### src/ils_pkg.sv
package ils_pkg;

  localparam int unsigned FifoDepth = 4;
  localparam int unsigned FifoPtrW  = $clog2(FifoDepth);
  localparam int unsigned SqrtSteps = 48;
  localparam int unsigned DivSteps  = 32;

  typedef struct packed {
    logic signed [23:0] tx;
    logic signed [23:0] ty;
    logic signed [23:0] tz;
    logic signed [19:0] vx;
    logic signed [19:0] vy;
    logic signed [19:0] vz;
  } tgt_t;

  typedef struct packed {
    logic signed [23:0] sx;
    logic signed [23:0] sy;
    logic signed [23:0] sz;
    tgt_t               tgt;
    logic [18:0]        sp;
  } in_t;

  typedef struct packed {
    logic signed [40:0] a;
    logic signed [47:0] b;
    logic [49:0]        c;
    tgt_t               tgt;
  } coef_t;

  typedef struct packed {
    tgt_t               tgt;
    logic               lin_have;
    logic [49:0]        lin_num;
    logic [47:0]        lin_den;
    logic               a_pos;
    logic               quad;
    logic signed [47:0] b;
    logic [40:0]        absa;
  } sqrt_meta_t;

  typedef struct packed {
    tgt_t tgt;
    logic have;
  } div_meta_t;

  typedef struct packed {
    logic signed [23:0] lead_x;
    logic signed [23:0] lead_y;
    logic signed [23:0] lead_z;
    logic [31:0]        intercept_time;
    logic               found;
  } out_t;

endpackage

### src/ils_fifo.sv
module ils_fifo (
  input  logic           clk_i,
  input  logic           rst_ni,
  input  logic           push_i,
  input  ils_pkg::coef_t push_data_i,
  output logic           full_o,
  input  logic           pop_i,
  output logic           empty_o,
  output ils_pkg::coef_t head_o
);
  import ils_pkg::*;

  coef_t               mem_q [FifoDepth];
  logic [FifoPtrW-1:0] wr_q, rd_q;
  logic [FifoPtrW:0]   cnt_q;

  assign full_o  = cnt_q == (FifoPtrW + 1)'(FifoDepth);
  assign empty_o = cnt_q == '0;
  assign head_o  = mem_q[rd_q];

  always_ff @(posedge clk_i or negedge rst_ni) begin
    if (!rst_ni) begin
      wr_q  <= '0;
      rd_q  <= '0;
      cnt_q <= '0;
    end else begin
      if (push_i) wr_q <= wr_q + 1'b1;
      if (pop_i)  rd_q <= rd_q + 1'b1;
      if (push_i && !pop_i) cnt_q <= cnt_q + 1'b1;
      else if (pop_i && !push_i) cnt_q <= cnt_q - 1'b1;
    end
  end

  always_ff @(posedge clk_i) begin
    if (push_i) mem_q[wr_q] <= push_data_i;
  end

endmodule

### config.mk
export PLATFORM = sky130hd
export DESIGN_NAME = ils_fifo
export DESIGN_NICKNAME = d
export VERILOG_FILES = /design/src/ils_pkg.sv /design/src/ils_fifo.sv
export SDC_FILE = /design/constraint.sdc
export NUM_CORES = 1
export LEC_CHECK = 0
export ABC_AREA = 1
export BUFFER_PORTS_ARGS = -buffer_cell sky130_fd_sc_hd__buf_2
export CAP_MARGIN = 5
export CORE_ASPECT_RATIO = 2
export CORE_MARGIN = 3
export CORE_UTILIZATION = 36
export DETAILED_ROUTE_END_ITERATION = 6
export PLACE_DENSITY_LB_ADDON = 0.2
export RECOVER_POWER = 100
export SKIP_LAST_GASP = 1
export SLEW_MARGIN = 20
export SYNTH_ARGS = -nofsm -noshare
export SYNTH_HDL_FRONTEND = slang
export SYNTH_SLANG_ARGS = --single-unit
### constraint.sdc
create_clock -name clk_i -period 6 [get_ports clk_i]
set_input_delay 0.6 -clock clk_i [delete_from_list [all_inputs] [get_ports clk_i]]
set_output_delay 0.6 -clock clk_i [all_outputs]
set_load 0.05 [all_outputs]
==> results of run 1 <==
## layer usage
layer / wire [um] / vias to the layer above
met2: 49400 / 720
met1: 41100 / 12244
met5: 137 / -
met4: 2720 / 22
li1: - / 12213
met3: 9060 / 163
## layout make-up
cell class / count / area [sq um]
clock buffer: 118 / 2590
timing repair buffer: 582 / 2500
inverter: 554 / 2090
tap: 1538 / 1920
clock inverter: 60 / 583
antenna: 13 / 32.5
fill: 11193 / 69500
multi-input combinational: 1383 / 7450
sequential: 1091 / 32700
## registers in the layout, summed over array words and instances, names as in the netlist
signal	count
cnt_q	3
mem_q	1084
rd_q	2
wr_q	2
## logic make-up after synthesis
| group | synth area share |
|---|---|
| flops | 0.754 |
| simple gates | 0.0719 |
| buf+inv | 0.0743 |
| compound gates | 0.0970 |
| fa+ha+maj | 0.00190 |
| xor+xnor | 0.000807 |
## report_power, final
group / switching, mW / total, mW / internal [mW] / leakage [nW]
logic: 10.3 / 12.7 / 2.41 / 7.12
clock network: 2.70 / 6.21 / 3.51 / 1.54
registers: 0.395 / 10.5 / 10.1 / 10.0
## worst min-delay path by stage
stage / start / endpoint / slack [ns] / cells after the start
floorplan: rst_ni / cnt_q[0] / 0.30 / 0
global placement: rst_ni / wr_q[1] / 0.45 / 1
detailed placement: rst_ni / wr_q[1] / 0.45 / 1
CTS: push_data_i[169] / mem_q[2][169] / 0.04 / 1
global route: pop_i / rd_q[0] / 0.10 / 2
finish: pop_i / rd_q[0] / 0.15 / 2
## stage by stage
| stage | setup WS (ns) | util | instance area (sq um) | power [mW] |
|---|---|---|---|---|
| 2_1_floorplan | 0.696 | - | 43400 | 20.5 |
| 3_3_place_gp | 2.52 | 0.397 | 47300 | 23.6 |
| 3_5_place_dp | 2.40 | 0.397 | 47300 | 23.7 |
| 4_1_cts | 1.64 | 0.423 | 50500 | 30.0 |
| 5_1_grt | 0.774 | 0.418 | 49900 | 31.0 |
| 6_report | 1.02 | 0.418 | 49900 | 29.4 |
## placed cells by master (no fill, tap or decap), drive strengths merged
cell type	n
diode	13
nand4	1
inv	552
o211ai	542
xnor2	1
bufinv	10
edfxtp	1084
buf	164
nand3	1
nor3	2
dfrtp	7
dlygate4sd3	1
clkinv	43
ha	5
nand2	826
clkinvlp	9
fa	1
o21ai	1
clkbuf	535
xor2	3
## what timing repair did
| action | 4_1_cts | 5_1_grt |
|---|---|---|
| setup buffers | 0 | 0 |
| hold buffers | 1 | 0 |
| endpoints found under the hold margin | 7 | 0 |
==> results.cfg, run 1 <==
[timing]
hold_violations = 0
whs_ns = 0.147
rsz0062_at_grt = false
maxSlewHeadroom = -1.82
finalCritPeriodShare = 0.829
finalCriticalPeriod_ns = 4.98
clock.fmax_mhz = 201
drv_slew = 1321
setup_viol = 0
clock_skew_ns = 0.0213
worst_pin_slew_ns = 4.22
fin_setup_tns_ns = 0

[die]
die_x_um = 252
fp-row-count = 179
core_area_sq_um = 119000
initial_utilization = 0.364
pin_count = 548
die_area_sq_um = 125000
die_h_um = 497

[clock_tree]
insertion_delay_ns = 0.68
cts_sinks = 1091
path_clk_slew_ns = 0.06
h-tree-depth = 3
clockBufferDepth = 3
numCtsBuffers = 98
cts_root_buffer = clkbuf_16
cts_tree = built
cts_resized = 0

[logic_synthesis]
synth_area_sq_um = 43400
netlist_instances = 3210
yosysTopAreaCell = edfxtp_1
synth_edf_count = 1084
synth_cell_types = 18
avgSynthCellArea_sq_um = 13.5
ys.warnings.count = 0
ys_async_sr_fraction = 0.00642
synth_common_cells = edfxtp_1, nand2_1, inv_1, o211ai_1, buf_2
netlist_top_cells_area = edfxtp_1, o211ai_1, nand2_1, inv_1, buf_2
synth_most_common_cell = edfxtp_1
ys.flop_type = edfxtp_1
synth_nets = 3491
yosys_register_bits = 1091
yosysTopAreaCellShare = 0.750
seq_area_frac_synth = 0.754

[routing]
drtPass1Iterations = 5
detail_route.drc_violations = 0
drt_iter0_markers = 1545
wl_per_cell_um = 19.2
via_per_inst = 4.75
vias = 25362
detail-route-antenna-nets = 0
wirelength_mm = 102

[layout]
nets = 3991
final_cells = 5339
areaGrowthSynthToFinish_pct = 15.0
drive_above_1_share = 0.0916

[worst_setup_path]
crit-reg2reg-launch = wr_q[0]
cpMaxStageDelayCell = clkbuf_2
slowest_delay_ns = 1.34
crit_path_start_kind = flip-flop
reg2reg_depth = 6
critical-path-top-delay-family = buffers and inverters
rr_endpoint = mem_q[0][53]
startpoint = rd_q[1]
crit_cells = 5
cp_max_fo = 86
path_buf_inv = 3
rrSetupSlack_ns = 1.21
path_cells = buf_4 -> clkbuf_2 -> o211ai_1 -> nand2_1 -> clkbuf_1
crit_required_ns = 5.40
endpoint = head_o[74]
path_class = reg -> out
crit_arrival_ns = 4.38
cp-end-kind = primary output

[power_and_ir_drop]
pwr_density_cell_nw_per_um2 = 589
irDropWorstVdd_mv = 0.472
p_leak_nw = 18.7

[placement]
place_inst = 5147
dp_hpwl_mm = 63.4
io_buffers = 547
gp_congestion = 0.801

[grt]
antenna_found_initial = 25
grt_remaining_overflow = 0
grt_pass1_wl_mm = 153
grt_pass1_vias = 24442
grt_max_degree = 228
use_met3 = 0.0581
grt_use_total = 0.160
grtUsageMet1 = 0.196
top_usage_layer = met2
gr-usage-met2 = 0.263

[min_path]
worstHoldPathType = in -> reg

[outcome]
status = finished, violations left
violations = capacitance limit, slew limit

[run]
maxCapViolCount = 15
(Power assumes the default switching activity.)
==> inputs of run 2 (changes only) <==
==> constraint.sdc (replaced) <==
create_clock -name clk_i -period 4.7 [get_ports clk_i]
set_input_delay 0.47 -clock clk_i [delete_from_list [all_inputs] [get_ports clk_i]]
set_output_delay 0.47 -clock clk_i [all_outputs]
set_load 0.05 [all_outputs]
==> run 2 against run 1 <==
  * The flow still finishes with violations (capacitance limit, slew limit)
  * Critical path depth unchanged
  * Hold slack got worse by 0.0068 ns
  * Critical endpoint is now head_o[240]
  * Register-to-register slack lost 0.31 ns
  * Design area up 6.1%
  * Cell count grew 5.7%
  * Setup slack worse by 0.22 ns
  * Sequential share of layout area down 3.8 points
  * Power is 29% higher
  * Sequential cell count unchanged
  * Core utilization up 2.5 points
  * Global-route usage is 0.48 points higher
==> results.cfg, run 2 (synthesis results as in run 1) <==
[outcome]
status = finished, violations left
violations = capacitance limit, slew limit

[die]
fp-row-count = 179
pin_count = 548
die_area_sq_um = 125000
initial_utilization = 0.364
die_h_um = 497
core_area_sq_um = 119000
die_x_um = 252

[worst_setup_path]
path_class = reg -> out
crit_arrival_ns = 3.43
crit_path_start_kind = flip-flop
cpMaxStageDelayCell = inv_4
cp-end-kind = primary output
critical-path-top-delay-family = buffers and inverters
cp_max_fo = 92
crit_required_ns = 4.23
path_buf_inv = 3
path_cells = inv_4 -> buf_4 -> o211ai_1 -> nand2_1 -> clkbuf_1
slowest_delay_ns = 0.95

[clock_tree]
post-cts-setup-buffers = 0
cts_resized = 0
cts_sinks = 1091
path_clk_slew_ns = 0.06
insertion_delay_ns = 0.68
numCtsBuffers = 99
cts_root_buffer = clkbuf_16
h-tree-depth = 3
cts_tree = built
clockBufferDepth = 3

[timing]
setup_viol = 0
rsz0062_at_grt = false
clock.fmax_mhz = 257
clock_skew_ns = 0.0306
hold_violations = 0
worst_pin_slew_ns = 2.75
finalCritPeriodShare = 0.829
maxSlewHeadroom = -0.833
layout_setup_ws_ns = 0.804
whs_ns = 0.140
finalCriticalPeriod_ns = 3.90
drv_slew = 578

[layout]
layout_commonest_cell = edfxtp_1
fillers = 11167
top_register = mem_q
reg_top3 = mem_q: 1084 flops, cnt_q: 3 flops
post-route-util = 0.444
nets = 4301
layout_common_cells = edfxtp_1, nand2_1, clkbuf_1, inv_1, o211ai_1
seq_area_sq_um = 32700
multi_input_area_sq_um = 7460
largest_reg_flops = 1084
areaGrowthSynthToFinish_pct = 22.0
drive_above_1_share = 0.0652

[placement]
gp_congestion = 0.758
io_buffers = 547
pre_cts_ws_ns = 1.93
dp_hpwl_mm = 65.8

[grt]
grt_use_total = 0.165
grt_pass1_vias = 27223
grt_pass1_wl_mm = 159
grt_max_degree = 113
antenna_found_initial = 13
grt_remaining_overflow = 0

[routing]
wirelength_mm = 104
vias = 26606
drt_iter0_markers = 1340
drtPass1Iterations = 4
via_per_inst = 4.71
detail_route.drc_violations = 0
detail-route-antenna-nets = 0
wl_per_cell_um = 18.4

[power_and_ir_drop]
p_total_mw = 38.0
irDropWorstVdd_mv = 0.492
pwr_density_cell_nw_per_um2 = 717
p_leak_nw = 19.8

[min_path]
worstHoldPathType = in -> reg

[run]
maxCapViolCount = 10
[run 2: cell types whose count changed in the layout (fill, tap and decap cells not counted), sizes merged, moves of 2 or more]
cell / previous run / this run
dlygate4sd3: 1 / 272
clkbuf: 535 / 659
buf: 164 / 75
bufinv: 10 / 13
clkinv: 43 / 40
inv: 552 / 555
diode: 13 / 11
[run 2: repair_timing]
action	4_1_cts	5_1_grt
hold endpoints to repair	1088	0
setup endpoints to repair	0	0
hold buffers	272	0
[run 2: worst reg2reg max path, cell delays in order, from the launching register on]
cell        delay, ns
dfrtp_1          0.41
ha_1             0.18
nand2_2          0.05
clkinvlp_2       0.77
clkbuf_1         1.29
clkbuf_2         0.71
[run 2: layout make-up]
type | count | share of cell area
sequential | 1091 | 0.618
multi-input combinational | 1383 | 0.141
timing repair buffer | 891 | 0.103
clock buffer | 115 | 0.0483
inverter | 554 | 0.0394
tap | 1538 | 0.0363
clock inverter | 62 | 0.0128
antenna | 11 | 0.000520
[run 2: final timing paths]
kind                                from      endpoint  slack, ns  cells after the start
min in group asynchronous         rst_ni       rd_q[0]       0.35                      2
worst min register to register  cnt_q[2]      cnt_q[2]       0.51                      2
max in group asynchronous         rst_ni       rd_q[1]       3.88                      2
worst max register to register   wr_q[0]  mem_q[3][70]       0.90                      5
worst max-delay path             rd_q[1]   head_o[240]       0.80                      5
worst min-delay path              push_i       wr_q[0]       0.14                      2
[run 2: stage by stage]
step | instance area, sq um | instances | TNS [ns]
after floorplan | 43400 | 3210 | -461.27
after global placement | 47800 | 5185 | 0
after detailed placement | 47800 | 5185 | 0
after CTS | 53800 | 5634 | 0
after global routing | 52900 | 5642 | 0
final | 52900 | 5645 | 0
[run 2: power breakdown]
group	switching, mW	internal [mW]
clock network	3.48	4.62
logic	13.4	3.23
registers	0.477	12.8
[run 2: layer usage]
| metal | wire length, um | vias to the layer above | GRT usage | part of all wire |
|---|---|---|---|---|
| met5 | 40 | - | 0 | 0.00039 |
| met4 | 2580 | 6 | 0.0524 | 0.025 |
| met3 | 7620 | 149 | 0.0472 | 0.073 |
| met2 | 53500 | 668 | 0.298 | 0.52 |
| met1 | 40000 | 12949 | 0.187 | 0.39 |
| li1 | - | 12834 | - | - |
